<file path="src/rtl/core/flr_pkg.sv">
package flr_pkg;

   // Coordinate and fixed-point geometry
   localparam int COORD_BITS    = 12;
   localparam int FRACTION_BITS = 16;
   localparam int ACC_BITS      = 32;
   localparam int MINOR_BITS    = ACC_BITS - FRACTION_BITS;
   localparam int DIM_BITS      = 12;
   localparam int PROD_BITS     = 2 * DIM_BITS;
   localparam int OFFSET_BITS   = 22;
   localparam int COLOUR_BITS   = 8;
   localparam int WORD_BITS     = 4 * COLOUR_BITS;

   // Rounding seed for the minor accumulator: one half in 16.16
   localparam logic [ACC_BITS-1:0] HALF_LSB = ACC_BITS'(1) << (FRACTION_BITS - 1);

   // Slope divider: one quotient bit per cycle over the shifted minor delta
   localparam int DIV_STEPS      = COORD_BITS + FRACTION_BITS;
   localparam int DIV_COUNT_BITS = $clog2(DIV_STEPS);

   // Commands carried on the request channel
   localparam logic CMD_START = 1'b0;
   localparam logic CMD_STEP  = 1'b1;

   // Register map
   localparam int CSR_INDEX_BITS = 1;
   localparam logic [CSR_INDEX_BITS-1:0] REG_SCREEN_WIDTH  = 1'b0;
   localparam logic [CSR_INDEX_BITS-1:0] REG_SCREEN_HEIGHT = 1'b1;

   localparam logic [DIM_BITS-1:0] WIDTH_RESET  = DIM_BITS'(640);
   localparam logic [DIM_BITS-1:0] HEIGHT_RESET = DIM_BITS'(480);

   typedef struct packed {
      logic [COORD_BITS-1:0] x_start;
      logic [COORD_BITS-1:0] y_start;
      logic [COORD_BITS-1:0] x_end;
      logic [COORD_BITS-1:0] y_end;
      logic [WORD_BITS-1:0]  colour_word;
   } line_setup_type;

   typedef struct packed {
      logic setup;     // latch a start transaction, load the divider
      logic div_step;  // one restoring-division step
      logic div_last;  // final division step, write the slope
      logic pixel;     // emit the current pixel and advance
   } dp_cmd_type;

   typedef struct packed {
      logic line_active;
      logic rsp_busy;  // result register full and not taken this cycle
   } dp_status_type;

endpackage

</file>
<file path="src/rtl/core/flr_if.sv">
interface flr_req_if;
   logic                                     valid;
   logic                                     ready;
   logic                                     cmd;
   logic [flr_pkg::COORD_BITS-1:0]           x_start;
   logic [flr_pkg::COORD_BITS-1:0]           y_start;
   logic [flr_pkg::COORD_BITS-1:0]           x_end;
   logic [flr_pkg::COORD_BITS-1:0]           y_end;
   logic [flr_pkg::COLOUR_BITS-1:0]          red;
   logic [flr_pkg::COLOUR_BITS-1:0]          green;
   logic [flr_pkg::COLOUR_BITS-1:0]          blue;
   logic [flr_pkg::COLOUR_BITS-1:0]          alpha;

   modport source (output valid, cmd, x_start, y_start, x_end, y_end, red, green, blue,
                   alpha, input ready);
   modport sink   (input valid, cmd, x_start, y_start, x_end, y_end, red, green, blue,
                   alpha, output ready);
endinterface

interface flr_rsp_if;
   logic                                     valid;
   logic                                     ready;
   logic [flr_pkg::COORD_BITS-1:0]           pixel_x;
   logic [flr_pkg::COORD_BITS-1:0]           pixel_y;
   logic [flr_pkg::OFFSET_BITS-1:0]          pixel_offset;
   logic                                     in_bounds;
   logic [flr_pkg::WORD_BITS-1:0]            pixel_word;
   logic                                     last;

   modport source (output valid, pixel_x, pixel_y, pixel_offset, in_bounds, pixel_word,
                   last, input ready);
   modport sink   (input valid, pixel_x, pixel_y, pixel_offset, in_bounds, pixel_word,
                   last, output ready);
endinterface

interface flr_csr_if;
   logic                                     valid;
   logic                                     ready;
   logic [flr_pkg::CSR_INDEX_BITS-1:0]       reg_index;
   logic [flr_pkg::DIM_BITS-1:0]             wdata;

   modport source (output valid, reg_index, wdata, input ready);
   modport sink   (input valid, reg_index, wdata, output ready);
endinterface

</file>
<file path="src/rtl/core/flr_ctrl.sv">
module flr_ctrl (
   input  logic                   clock,
   input  logic                   reset,
   flr_req_if.sink                req,
   input  flr_pkg::dp_status_type status,
   output flr_pkg::dp_cmd_type    cmd
);

   localparam logic ST_IDLE   = 1'b0;
   localparam logic ST_DIVIDE = 1'b1;

   logic                                state_ff;
   logic                                state_in;
   logic [flr_pkg::DIV_COUNT_BITS-1:0]  count_ff;
   logic [flr_pkg::DIV_COUNT_BITS-1:0]  count_in;
   logic                                accept;

   assign req.ready = (state_ff == ST_IDLE) && !status.rsp_busy;
   assign accept    = req.valid && req.ready;

   always_comb begin
      state_in = state_ff;
      count_in = count_ff;
      cmd      = '0;
      unique case (state_ff)
         ST_IDLE: begin
            if (accept) begin
               if (req.cmd == flr_pkg::CMD_START) begin
                  cmd.setup = 1'b1;
                  state_in  = ST_DIVIDE;
                  count_in  = '0;
               end else begin
                  // a step with no line in progress is swallowed
                  cmd.pixel = status.line_active;
               end
            end
         end
         ST_DIVIDE: begin
            cmd.div_step = 1'b1;
            if (count_ff == flr_pkg::DIV_COUNT_BITS'(flr_pkg::DIV_STEPS - 1)) begin
               cmd.div_last = 1'b1;
               state_in     = ST_IDLE;
            end else begin
               count_in = count_ff + 1'b1;
            end
         end
      endcase
   end

   always_ff @(posedge clock) begin
      if (reset) begin
         state_ff <= ST_IDLE;
         count_ff <= '0;
      end else begin
         state_ff <= state_in;
         count_ff <= count_in;
      end
   end

endmodule

</file>
<file path="src/rtl/core/flr_datapath.sv">
module flr_datapath (
   input  logic                    clock,
   input  logic                    reset,
   input  flr_pkg::line_setup_type setup,
   input  flr_pkg::dp_cmd_type     cmd,
   output flr_pkg::dp_status_type  status,
   flr_rsp_if.source               rsp,
   flr_csr_if.sink                 csr
);

   localparam int CB = flr_pkg::COORD_BITS;
   localparam int MB = flr_pkg::MINOR_BITS;
   localparam int AB = flr_pkg::ACC_BITS;
   localparam int DB = flr_pkg::DIV_STEPS;

   // screen size registers
   logic [flr_pkg::DIM_BITS-1:0] width_ff, width_in;
   logic [flr_pkg::DIM_BITS-1:0] height_ff, height_in;

   // line state
   logic                         line_active_ff, line_active_in;
   logic                         major_y_ff, major_y_in;
   logic                         forward_ff, forward_in;
   logic [CB-1:0]                pos_ff, pos_in;
   logic [CB-1:0]                limit_ff, limit_in;
   logic [AB-1:0]                acc_ff, acc_in;
   logic [AB-1:0]                slope_ff, slope_in;
   logic [flr_pkg::WORD_BITS-1:0] colour_ff, colour_in;

   // divider
   logic [DB-1:0]                dvd_ff, dvd_in;
   logic [CB-1:0]                rem_ff, rem_in;
   logic [CB-1:0]                divisor_ff, divisor_in;
   logic                         neg_ff, neg_in;
   logic                         zero_ff, zero_in;

   // result register
   logic                         rsp_valid_ff, rsp_valid_in;
   logic [CB-1:0]                rsp_x_ff, rsp_x_in;
   logic [CB-1:0]                rsp_y_ff, rsp_y_in;
   logic [flr_pkg::OFFSET_BITS-1:0] rsp_offset_ff, rsp_offset_in;
   logic                         rsp_inside_ff, rsp_inside_in;
   logic [flr_pkg::WORD_BITS-1:0] rsp_word_ff, rsp_word_in;
   logic                         rsp_last_ff, rsp_last_in;

   // setup arithmetic
   logic [CB:0]                  dx, dy, dx_abs, dy_abs;
   logic                         take_y;
   logic [CB:0]                  short_d, long_d;
   logic [CB:0]                  short_abs, long_abs;
   logic [CB-1:0]                minor_start;

   // division step
   logic [CB:0]                  trial;
   logic                         trial_ge;
   logic [CB:0]                  trial_diff;
   logic [CB-1:0]                rem_next;
   logic [DB-1:0]                dvd_next;
   logic [AB-1:0]                quotient;

   // pixel arithmetic
   logic [MB-1:0]                minor_int;
   logic [MB-1:0]                major_ext;
   logic [MB-1:0]                px, py;
   logic                         on_screen;
   logic                         at_end;
   logic [flr_pkg::PROD_BITS-1:0] offset_sum;

   assign csr.ready = 1'b1;

   always_comb begin
      width_in  = width_ff;
      height_in = height_ff;
      if (csr.valid) begin
         unique case (csr.reg_index)
            flr_pkg::REG_SCREEN_WIDTH:  width_in  = csr.wdata;
            flr_pkg::REG_SCREEN_HEIGHT: height_in = csr.wdata;
         endcase
      end
   end

   // endpoint deltas, axis choice
   always_comb begin
      dx          = {setup.x_end[CB-1], setup.x_end} - {setup.x_start[CB-1], setup.x_start};
      dy          = {setup.y_end[CB-1], setup.y_end} - {setup.y_start[CB-1], setup.y_start};
      dx_abs      = dx[CB] ? (~dx + 1'b1) : dx;
      dy_abs      = dy[CB] ? (~dy + 1'b1) : dy;
      take_y      = dy_abs > dx_abs;
      short_d     = take_y ? dx : dy;
      long_d      = take_y ? dy : dx;
      short_abs   = take_y ? dx_abs : dy_abs;
      long_abs    = take_y ? dy_abs : dx_abs;
      minor_start = take_y ? setup.x_start : setup.y_start;
   end

   // restoring division, one quotient bit per cycle
   always_comb begin
      trial      = {rem_ff, dvd_ff[DB-1]};
      trial_ge   = trial >= {1'b0, divisor_ff};
      trial_diff = trial - {1'b0, divisor_ff};
      rem_next   = trial_ge ? trial_diff[CB-1:0] : trial[CB-1:0];
      dvd_next   = {dvd_ff[DB-2:0], trial_ge};
      quotient   = AB'(dvd_next);
   end

   // current pixel from the line state
   always_comb begin
      minor_int  = acc_ff[AB-1 -: MB];
      major_ext  = {{(MB-CB){pos_ff[CB-1]}}, pos_ff};
      px         = major_y_ff ? minor_int : major_ext;
      py         = major_y_ff ? major_ext : minor_int;
      on_screen  = !px[MB-1] && !py[MB-1] &&
                   (px < MB'(width_ff)) && (py < MB'(height_ff));
      offset_sum = flr_pkg::PROD_BITS'(py[flr_pkg::DIM_BITS-1:0])
                 * flr_pkg::PROD_BITS'(width_ff)
                 + flr_pkg::PROD_BITS'(px[flr_pkg::DIM_BITS-1:0]);
      at_end     = pos_ff == limit_ff;
   end

   always_comb begin
      line_active_in = line_active_ff;
      major_y_in     = major_y_ff;
      forward_in     = forward_ff;
      pos_in         = pos_ff;
      limit_in       = limit_ff;
      acc_in         = acc_ff;
      slope_in       = slope_ff;
      colour_in      = colour_ff;
      dvd_in         = dvd_ff;
      rem_in         = rem_ff;
      divisor_in     = divisor_ff;
      neg_in         = neg_ff;
      zero_in        = zero_ff;

      rsp_valid_in   = rsp_valid_ff && !rsp.ready;
      rsp_x_in       = rsp_x_ff;
      rsp_y_in       = rsp_y_ff;
      rsp_offset_in  = rsp_offset_ff;
      rsp_inside_in  = rsp_inside_ff;
      rsp_word_in    = rsp_word_ff;
      rsp_last_in    = rsp_last_ff;

      if (cmd.setup) begin
         line_active_in = 1'b1;
         major_y_in     = take_y;
         forward_in     = !long_d[CB] && (long_d != '0);
         pos_in         = take_y ? setup.y_start : setup.x_start;
         limit_in       = take_y ? setup.y_end : setup.x_end;
         acc_in         = {{(MB-CB){minor_start[CB-1]}}, minor_start,
                           flr_pkg::FRACTION_BITS'(0)} + flr_pkg::HALF_LSB;
         colour_in      = setup.colour_word;
         dvd_in         = {short_abs[CB-1:0], flr_pkg::FRACTION_BITS'(0)};
         rem_in         = '0;
         divisor_in     = long_abs[CB-1:0];
         neg_in         = short_d[CB] ^ long_d[CB];
         zero_in        = long_abs == '0;
      end

      if (cmd.div_step) begin
         dvd_in = dvd_next;
         rem_in = rem_next;
      end

      if (cmd.div_last) begin
         priority if (zero_ff) begin
            slope_in = '0;
         end else if (neg_ff) begin
            slope_in = ~quotient + 1'b1;
         end else begin
            slope_in = quotient;
         end
      end

      if (cmd.pixel) begin
         rsp_valid_in  = 1'b1;
         rsp_x_in      = px[CB-1:0];
         rsp_y_in      = py[CB-1:0];
         rsp_offset_in = on_screen ? offset_sum[flr_pkg::OFFSET_BITS-1:0] : '0;
         rsp_inside_in = on_screen;
         rsp_word_in   = colour_ff;
         rsp_last_in   = at_end;
         priority if (at_end) begin
            line_active_in = 1'b0;
         end else if (forward_ff) begin
            pos_in = pos_ff + 1'b1;
            acc_in = acc_ff + slope_ff;
         end else begin
            pos_in = pos_ff - 1'b1;
            acc_in = acc_ff - slope_ff;
         end
      end
   end

   always_ff @(posedge clock) begin
      if (reset) begin
         width_ff       <= flr_pkg::WIDTH_RESET;
         height_ff      <= flr_pkg::HEIGHT_RESET;
         line_active_ff <= 1'b0;
         rsp_valid_ff   <= 1'b0;
      end else begin
         width_ff       <= width_in;
         height_ff      <= height_in;
         line_active_ff <= line_active_in;
         rsp_valid_ff   <= rsp_valid_in;
      end
   end

   always_ff @(posedge clock) begin
      major_y_ff    <= major_y_in;
      forward_ff    <= forward_in;
      pos_ff        <= pos_in;
      limit_ff      <= limit_in;
      acc_ff        <= acc_in;
      slope_ff      <= slope_in;
      colour_ff     <= colour_in;
      dvd_ff        <= dvd_in;
      rem_ff        <= rem_in;
      divisor_ff    <= divisor_in;
      neg_ff        <= neg_in;
      zero_ff       <= zero_in;
      rsp_x_ff      <= rsp_x_in;
      rsp_y_ff      <= rsp_y_in;
      rsp_offset_ff <= rsp_offset_in;
      rsp_inside_ff <= rsp_inside_in;
      rsp_word_ff   <= rsp_word_in;
      rsp_last_ff   <= rsp_last_in;
   end

   assign status.line_active = line_active_ff;
   assign status.rsp_busy    = rsp_valid_ff && !rsp.ready;

   assign rsp.valid        = rsp_valid_ff;
   assign rsp.pixel_x      = rsp_x_ff;
   assign rsp.pixel_y      = rsp_y_ff;
   assign rsp.pixel_offset = rsp_offset_ff;
   assign rsp.in_bounds    = rsp_inside_ff;
   assign rsp.pixel_word   = rsp_word_ff;
   assign rsp.last         = rsp_last_ff;

endmodule

</file>
<file path="src/rtl/core/fixed_point_line_rasterizer_unit.sv">
// Channel   Dir  Transaction contents
// --------  ---  --------------------------------------------------------------
// req_bus   in   cmd, x_start, y_start, x_end, y_end, red, green, blue, alpha
// rsp_bus   out  pixel_x, pixel_y, pixel_offset, in_bounds, pixel_word, last
// csr_bus   in   reg_index (0 screen_width, 1 screen_height), wdata
//
// A step transaction's pixel sits in the result register the next cycle,
// so steps stream at one per clock while rsp_bus keeps up.
// A start transaction runs the bit-serial slope divider, and req_bus.ready
// is low while it runs.
// A stalled result holds req_bus.ready low until it is taken.
// reset is synchronous; it clears the line and loads a 640 x 480 screen.
// csr_bus is always ready and takes effect on the following pixel.
module fixed_point_line_rasterizer_unit (
   input  logic       clock,
   input  logic       reset,
   flr_req_if.sink    req_bus,
   flr_rsp_if.source  rsp_bus,
   flr_csr_if.sink    csr_bus
);

   flr_pkg::line_setup_type setup;
   flr_pkg::dp_cmd_type     dp_cmd;
   flr_pkg::dp_status_type  dp_status;

   // endpoints plus ARGB packed high byte first
   always_comb begin
      setup.x_start     = req_bus.x_start;
      setup.y_start     = req_bus.y_start;
      setup.x_end       = req_bus.x_end;
      setup.y_end       = req_bus.y_end;
      setup.colour_word = {req_bus.alpha, req_bus.red, req_bus.green, req_bus.blue};
   end

   // sequencer: accepts transactions, runs the divider count
   flr_ctrl u_ctrl (
      .clock  (clock),
      .reset  (reset),
      .req    (req_bus),
      .status (dp_status),
      .cmd    (dp_cmd)
   );

   // line state, divider, pixel math, result register, screen registers
   flr_datapath u_datapath (
      .clock  (clock),
      .reset  (reset),
      .setup  (setup),
      .cmd    (dp_cmd),
      .status (dp_status),
      .rsp    (rsp_bus),
      .csr    (csr_bus)
   );

endmodule

</file>
<file path="src/flat_wrapper.sv">
// flat-port wrapper written by rule: the top's interface ports become plain ports
module fixed_point_line_rasterizer_unit_flat 
  (clock, reset, req_bus_valid, req_bus_cmd, req_bus_x_start, req_bus_y_start, req_bus_x_end, req_bus_y_end, req_bus_red, req_bus_green, req_bus_blue, req_bus_alpha, req_bus_ready, rsp_bus_valid, rsp_bus_pixel_x, rsp_bus_pixel_y, rsp_bus_pixel_offset, rsp_bus_in_bounds, rsp_bus_pixel_word, rsp_bus_last, rsp_bus_ready, csr_bus_valid, csr_bus_reg_index, csr_bus_wdata, csr_bus_ready);
  flr_req_if req_bus_i ();
  flr_rsp_if rsp_bus_i ();
  flr_csr_if csr_bus_i ();
  input  logic clock;
  input  logic reset;
  input wire logic [$bits(req_bus_i.valid)-1:0] req_bus_valid;
  input wire logic [$bits(req_bus_i.cmd)-1:0] req_bus_cmd;
  input wire logic [$bits(req_bus_i.x_start)-1:0] req_bus_x_start;
  input wire logic [$bits(req_bus_i.y_start)-1:0] req_bus_y_start;
  input wire logic [$bits(req_bus_i.x_end)-1:0] req_bus_x_end;
  input wire logic [$bits(req_bus_i.y_end)-1:0] req_bus_y_end;
  input wire logic [$bits(req_bus_i.red)-1:0] req_bus_red;
  input wire logic [$bits(req_bus_i.green)-1:0] req_bus_green;
  input wire logic [$bits(req_bus_i.blue)-1:0] req_bus_blue;
  input wire logic [$bits(req_bus_i.alpha)-1:0] req_bus_alpha;
  output wire logic [$bits(req_bus_i.ready)-1:0] req_bus_ready;
  output wire logic [$bits(rsp_bus_i.valid)-1:0] rsp_bus_valid;
  output wire logic [$bits(rsp_bus_i.pixel_x)-1:0] rsp_bus_pixel_x;
  output wire logic [$bits(rsp_bus_i.pixel_y)-1:0] rsp_bus_pixel_y;
  output wire logic [$bits(rsp_bus_i.pixel_offset)-1:0] rsp_bus_pixel_offset;
  output wire logic [$bits(rsp_bus_i.in_bounds)-1:0] rsp_bus_in_bounds;
  output wire logic [$bits(rsp_bus_i.pixel_word)-1:0] rsp_bus_pixel_word;
  output wire logic [$bits(rsp_bus_i.last)-1:0] rsp_bus_last;
  input wire logic [$bits(rsp_bus_i.ready)-1:0] rsp_bus_ready;
  input wire logic [$bits(csr_bus_i.valid)-1:0] csr_bus_valid;
  input wire logic [$bits(csr_bus_i.reg_index)-1:0] csr_bus_reg_index;
  input wire logic [$bits(csr_bus_i.wdata)-1:0] csr_bus_wdata;
  output wire logic [$bits(csr_bus_i.ready)-1:0] csr_bus_ready;
  assign req_bus_i.valid = req_bus_valid;
  assign req_bus_i.cmd = req_bus_cmd;
  assign req_bus_i.x_start = req_bus_x_start;
  assign req_bus_i.y_start = req_bus_y_start;
  assign req_bus_i.x_end = req_bus_x_end;
  assign req_bus_i.y_end = req_bus_y_end;
  assign req_bus_i.red = req_bus_red;
  assign req_bus_i.green = req_bus_green;
  assign req_bus_i.blue = req_bus_blue;
  assign req_bus_i.alpha = req_bus_alpha;
  assign req_bus_ready = req_bus_i.ready;
  assign rsp_bus_valid = rsp_bus_i.valid;
  assign rsp_bus_pixel_x = rsp_bus_i.pixel_x;
  assign rsp_bus_pixel_y = rsp_bus_i.pixel_y;
  assign rsp_bus_pixel_offset = rsp_bus_i.pixel_offset;
  assign rsp_bus_in_bounds = rsp_bus_i.in_bounds;
  assign rsp_bus_pixel_word = rsp_bus_i.pixel_word;
  assign rsp_bus_last = rsp_bus_i.last;
  assign rsp_bus_i.ready = rsp_bus_ready;
  assign csr_bus_i.valid = csr_bus_valid;
  assign csr_bus_i.reg_index = csr_bus_reg_index;
  assign csr_bus_i.wdata = csr_bus_wdata;
  assign csr_bus_ready = csr_bus_i.ready;
  fixed_point_line_rasterizer_unit u_core (.clock(clock), .reset(reset), .req_bus(req_bus_i), .rsp_bus(rsp_bus_i), .csr_bus(csr_bus_i));
endmodule
</file>
<file path="config.mk">
export PLATFORM = sky130hd
export DESIGN_NAME = fixed_point_line_rasterizer_unit_flat
export DESIGN_NICKNAME = d
export VERILOG_FILES = /design/src/rtl/core/flr_pkg.sv /design/src/rtl/core/flr_if.sv /design/src/rtl/core/flr_ctrl.sv /design/src/rtl/core/flr_datapath.sv /design/src/rtl/core/fixed_point_line_rasterizer_unit.sv /design/src/flat_wrapper.sv
export SDC_FILE = /design/constraint.sdc
export NUM_CORES = 1
export LEC_CHECK = 0
export BUFFER_PORTS_ARGS = -buffer_cell sky130_fd_sc_hd__buf_2
export CAP_MARGIN = 20
export CORE_MARGIN = 1
export CORE_UTILIZATION = 30
export DETAILED_ROUTE_END_ITERATION = 8
export SYNTH_ARGS = -nofsm -noshare
export SYNTH_HDL_FRONTEND = slang
export SYNTH_SLANG_ARGS = --single-unit
</file>
<file path="constraint.sdc">
create_clock -name clock -period 12.9 [get_ports clock]
set_input_delay 2.58 -clock clock [delete_from_list [all_inputs] [get_ports clock]]
set_output_delay 2.58 -clock clock [all_outputs]
set_load 0.01 [all_outputs]
</file>
# Word level (Yosys, flattened, before mapping)
# Cells that the tools add are included.
[totals]
regBits = 288
input_bits = 99
out_inout_bits = 83
word_cells = 117
[classes]
add_sub_neg = 13
multipliers = 1
order_cmp = 4
eq_ne = 5
muxes = 43
bitwise_logic = 7
reduce_logical = 19
[op_table]
columns = ["operator", "n"]
rows = [
  ["2-to-1 mux 12 bit", 11],
  ["2-to-1 mux 32 bit", 4],
  ["2-to-1 mux 28 bit", 3],
  ["2-to-1 mux 13 bit", 5],
  ["adder 32 x 1 -> 32 bit, second input constant", 1],
  ["adder 32 bit", 1],
  ["less-than comparator 16 x 12 -> 1 bit", 2],
  ["2-to-1 mux 16 bit", 2],
  ["NOT 28 -> 32 bit", 1],
  ["subtractor 32 bit", 1],
  ["adder 28 x 17 -> 29 bit, second input constant", 1],
  ["adder 13 x 1 -> 13 bit, second input constant", 2],
  ["NOT 13 bit", 2],
  ["subtractor 12 x 12 -> 13 bit", 2],
  ["adder 22 x 12 -> 22 bit", 1],
  ["multiplier 12 x 12 -> 22 bit", 1],
  ["2-to-1 mux 5 bit", 3],
  [">= comparator 13 x 12 -> 1 bit", 1],
  ["> comparator 13 bit", 1],
  ["logical NOT 13 bit", 1],
  ["nonzero test 13 bit", 1],
  ["adder 12 x 1 -> 12 bit, second input constant", 1],
  ["== test 12 bit", 1],
  ["2-to-1 mux 1 bit", 12],
  ["16 further kinds", 31],
]

# Logic depth before layout (Yosys ltp)
[depth]
ltp_word = 10
mapped_depth = 26
mapped_depth_nobuf = 24

# Modules after synthesis
# A second synthesis with hierarchy kept.
[unflattened]
hier_cells = 2339
area_unflattened_um2 = 22195.0
[modules_own_cells]
columns = ["mod", "n_inst", "cells_per_inst", "area_each_um2"]
rows = [
  ["flr_datapath", 1, 2298, 21827.2],
  ["flr_ctrl", 1, 41, 367.9],
]

# Worst setup path before layout
# OpenSTA, ideal clock, no wires.
[synth_timing]
path_type = "in2reg"
start = "input port rsp_bus_ready"
end = "register u_core.u_datapath.pos_ff[11]"
setup_ns = 0.246
t_arrival_ns = 7.876
required_time_ns = 12.654
slack_ns = 4.778
stages = 8
n_path_buf = 1
path_cell_list = "nor2b_1 > nor2_1 > nand2_1 > nor2_1 > nand2_1 > clkbuf_1 > o21ai_0 > a22oi_1"
[synth_lines]
columns = ["item", "line", "rtl"]
rows = [
  ["start, declared", "flat_wrapper.sv:27", "input wire logic [$bits(rsp_bus_i.ready)-1:0] rsp_bus_ready;"],
  ["end signal, assigned", "flr_datapath.sv:211", "pos_ff <= pos_in;"],
  ["end, declared", "flr_datapath.sv:24", "logic [CB-1:0] pos_ff, pos_in;"],
]

# Worst setup path after layout
[layout_timing]
start = "input port req_bus_y_end[0]"
end = "register u_core.u_datapath.zero_ff (data pin)"
[layout_between]
elab_chain_len = 7
[layout_lines]
columns = ["item", "line", "rtl"]
rows = [
  ["start, declared", "flat_wrapper.sv:14", "input wire logic [$bits(req_bus_i.y_end)-1:0] req_bus_y_end;"],
  ["subtractor 12 x 12 -> 13 bit (*)", "flr_datapath.sv:85", "dy = {setup.y_end[CB-1], setup.y_end} - {setup.y_start[CB-1], setup.y_start};"],
  ["NOT 13 bit", "flr_datapath.sv:87", "dy_abs = dy[CB] ? (~dy + 1'b1) : dy;"],
  ["adder 13 x 1 -> 13 bit", "flr_datapath.sv:87", ""],
  ["2-to-1 mux 13 bit (*)", "flr_datapath.sv:87", ""],
  ["> comparator 13 bit", "flr_datapath.sv:88", "take_y = dy_abs > dx_abs;"],
  ["2-to-1 mux 13 bit (*)", "flr_datapath.sv:92", "long_abs = take_y ? dy_abs : dx_abs;"],
  ["named net u_core.u_datapath.long_abs[0]", "flr_datapath.sv:50", "logic [CB:0] short_abs, long_abs;"],
  ["logical NOT 13 bit (*)", "flr_datapath.sv:156", "zero_in = long_abs == '0;"],
  ["end signal, assigned", "flr_datapath.sv:220", "zero_ff <= zero_in;"],
  ["end, declared", "flr_datapath.sv:35", "logic zero_ff, zero_in;"],
]
# The timed path passes the listed nets; every way through them passes the cells marked *.
# A chain may end at the register's enable or synchronous reset.

==> impl_metrics.toml <==
[run_status]
status = "completed"

[global_routing]
gr-total-overflow = 0
grt_max_degree = 81
antenna_found_initial = 0
grt_pass1_wl_um = 92740
first_global_vias = 16617
track_usage = 0.1579

[setup_path]
path_common_cell = "a21oi_1"
path_max_fanout = 80
crit_arrival_ns = 8.11
reg2reg_depth = 20
critPathMaxStageDelay_ns = 0.63
worstSetupEndpointType = "flip-flop"
reg2reg_to = "u_core.u_datapath.rsp.pixel_offset[21]"
crit_slowest_cell = "buf_4"
r2r-start = "u_core.u_datapath.major_y_ff"
crit_path_cell_trace = "buf_2 -> inv_1 -> ha_1 -> fa_1 -> nand2b_1 -> a21oi_1 -> o22a_1 -> o41a_1 -> a31o_1 -> nor2_1 -> xnor2_1 -> inv_1 -> ha_1 -> a21o_1 -> a21oi_1 -> o21ai_0 -> a221oi_1 -> a21oi_1 -> nand2b_2 -> buf_4 -> mux2i_1 -> or4_1 -> nor4_2"
path_class = "in -> reg"
setup.worst_path.start_class = "input pin"
worstPathRequired_ns = 13.26
regToRegSetupSlack_ns = 5.60

[route]
via_per_inst = 4.945
first_iter_violations = 1148
wl_per_cell_um = 17.19
drtPass1Iterations = 5
ant_nets = 0
drcViolationCount = 0
wl_um = 59190
route.vias.total = 17024

[timing]
fin_crit_sh = 0.6011
finalSetupTns_ns = 0
rsz0062_at_grt = "false"
slew_violations = 0
layout_min_cycle_time_ns = 7.754
fmax_mhz = 129.0
skew_ns = 0.02656
slew-limit-headroom = 0.2743
finalHoldViolations = 0
setup_viol = 0
worst_pin_slew_ns = 1.086

[final_layout]
antennaDiodeCount = 0
design.final.nets = 2860
syn2layout_area_growth_pct = 13.71
drive_gt1_frac = 0.1179
fin_area_um2 = 25000

[floorplan]
die_area_um2 = 74370
ios = 182
die_h_um = 272.7
die_x_um = 272.7
initial_utilization = 0.3054
fp-row-count = 98
core-area_um2 = 71980

[synth]
yosys_warnings = 0
synth_top_area_frac = 0.2896
synth.cell_area_um2 = 21980
ys_seq_area_frac = 0.3588
synth_largest_area_cell = "edfxtp_1"
synth_edf_count = 212
yosysMostFrequentCell = "nand2_1"
async_reset_ff_frac = 0
ys_ff_latch = 288
synth_common_cells = "279 x nand2_1, 237 x inv_1, 212 x edfxtp_1"
synth_area_leaders = "edfxtp_1 29%, fa_1 10%, ha_1 10%"
synthDistinctLibCells = 83
ys.flop_type = "edfxtp_1"
synthCells = 2324
synth_nets = 2715
synth.avg_cell_area_um2 = 9.460

[clock_tree]
cts.htree.levels = 2
cts_tree = "done"
cts_resized = 0
root_buffer = "clkbuf_16"
clk_pin_slew_ns = 0.05
cts_hold_buf = 0
clk_latency_ns = 0.55
cts_buffer_depth = 3
cts_setup_buffers = 0
numClockSinks = 288
cts_buffers = 35

[place]
io_buffer_count = 180
gp_congestion = 0.9241
dp_hpwl_um = 45020
place_area_um2 = 23860

[flow_run]
maxCapViolCount = 0

[power_and_ir_drop]
max-vdd-ir-drop_mv = 0.1919
power_density_nw_per_um2 = 230.4
leakage_nw = 10.61

[hold_path]
min_from = "u_core.u_datapath.colour_ff[29]"
min_path_type = "reg -> reg"
min_path_cells = 0
hold_end = "u_core.u_datapath.rsp.pixel_word[29]"
-- metrics by stage --
step                      utilization  power [W]  std cells  setup WS [ns]  hold WS [ns]
after floorplan                     -   0.003881       2324          4.778        0.4003
after global placement         0.3314   0.004730       3381          4.658        0.4007
after CTS                      0.3469   0.005782       3442          5.129        0.4186
after global routing           0.3473   0.006324       3443          4.757        0.4202
final                          0.3473   0.005759       3443          5.146        0.4169
after detailed placement       0.3314   0.004747       3381          4.585        0.4045
-- flip-flops by register name (all words and copies together), names as in the netlist, 5 cells and up --
name / cells
u_core.u_datapath.colour_ff: 32
u_core.u_datapath.limit_ff: 12
u_core.u_datapath.pos_ff: 12
u_core.u_datapath.acc_ff: 32
u_core.u_datapath.width_ff: 12
u_core.u_datapath.rsp.pixel_y: 12
u_core.u_datapath.rem_ff: 12
u_core.u_datapath.dvd_ff: 28
u_core.u_datapath.height_ff: 12
u_core.u_ctrl.count_ff: 5
u_core.u_datapath.divisor_ff: 12
u_core.u_datapath.rsp.pixel_word: 32
u_core.u_datapath.rsp.pixel_offset: 22
u_core.u_datapath.rsp.pixel_x: 12
u_core.u_datapath.slope_ff: 32
-- cell families (layout without fill, tap and decap cells) --
kind of cell / count (synthesis) / count (layout) / synth area share
buf+inv: 326 / 495 / 0.05629
compound gates: 466 / 466 / 0.1348
other cells: 1 / 1 / 0.0001706
simple gates: 744 / 744 / 0.1583
fa+ha+maj: 292 / 292 / 0.2055
mux: 40 / 40 / 0.01963
xor+xnor: 167 / 167 / 0.06653
flops: 288 / 288 / 0.3588
-- report_power, final --
| group | internal, W | switching, W |
|---|---|---|
| Combinational | 0.00142 | 0.00207 |
| Clock | 0.000577 | 0.000403 |
| Sequential | 0.00116 | 0.000135 |
| Total | 0.00315 | 0.00261 |
-- critical path: cells and delay by family --
family / cells / cell delay (ns)
AND/OR/NAND/NOR: 5 / 1.14
XOR/XNOR: 1 / 0.31
adder cells (fa/ha/maj): 3 / 1.02
multiplexers: 1 / 0.31
buffers and inverters: 4 / 0.88
AO/OA/AOI/OAI: 9 / 1.84
-- cell type report --
type	instances	area, um2
repair buffers	195	1033
flip-flops and latches	288	7888
fillers	7371	46980
multi-input cells	1710	12870
clock buffers	44	939.7
well taps	950	1189
inverters	239	898.4
clock inverters	17	176.4
-- layout by cell type (no fill, tap or decap), types with 19 or more instances in the layout --
cell type	instances
nand2_1	278
inv_1	236
edfxtp_1	212
nor2_1	181
buf_2	180
ha_1	177
a21oi_1	142
fa_1	115
o21ai_0	108
xor2_1	90
xnor2_1	77
dfxtp_1	76
and2_1	62
nor3_1	45
nand3_1	37
clkbuf_16	35
a21o_1	31
mux2_2	25
o211ai_1	21
nand2b_1	20
and3_1	19
-- layer usage --
layer | vias to the layer above | track usage | part of all wire
met5 | - | 0 | 0
met4 | 0 | 0.04509 | 0.024
met3 | 84 | 0.02785 | 0.063
met2 | 463 | 0.2443 | 0.43
met1 | 8132 | 0.2242 | 0.48
li1 | 8345 | - | -
-- worst max-delay path by stage --
stage,start,to,slack (ns),cells past startpoint
floorplan,rsp_bus_ready,u_core.u_datapath.pos_ff[11],4.78,8
global placement,req_bus_y_end[0],u_core.u_datapath.zero_ff,4.66,23
detailed placement,req_bus_y_end[0],u_core.u_datapath.zero_ff,4.59,23
CTS,req_bus_y_end[0],u_core.u_datapath.zero_ff,5.13,23
global route,req_bus_x_end[0],u_core.u_datapath.zero_ff,4.76,22
finish,req_bus_y_end[0],u_core.u_datapath.zero_ff,5.15,23
No activity file was read; power rests on OpenSTA's default activity.
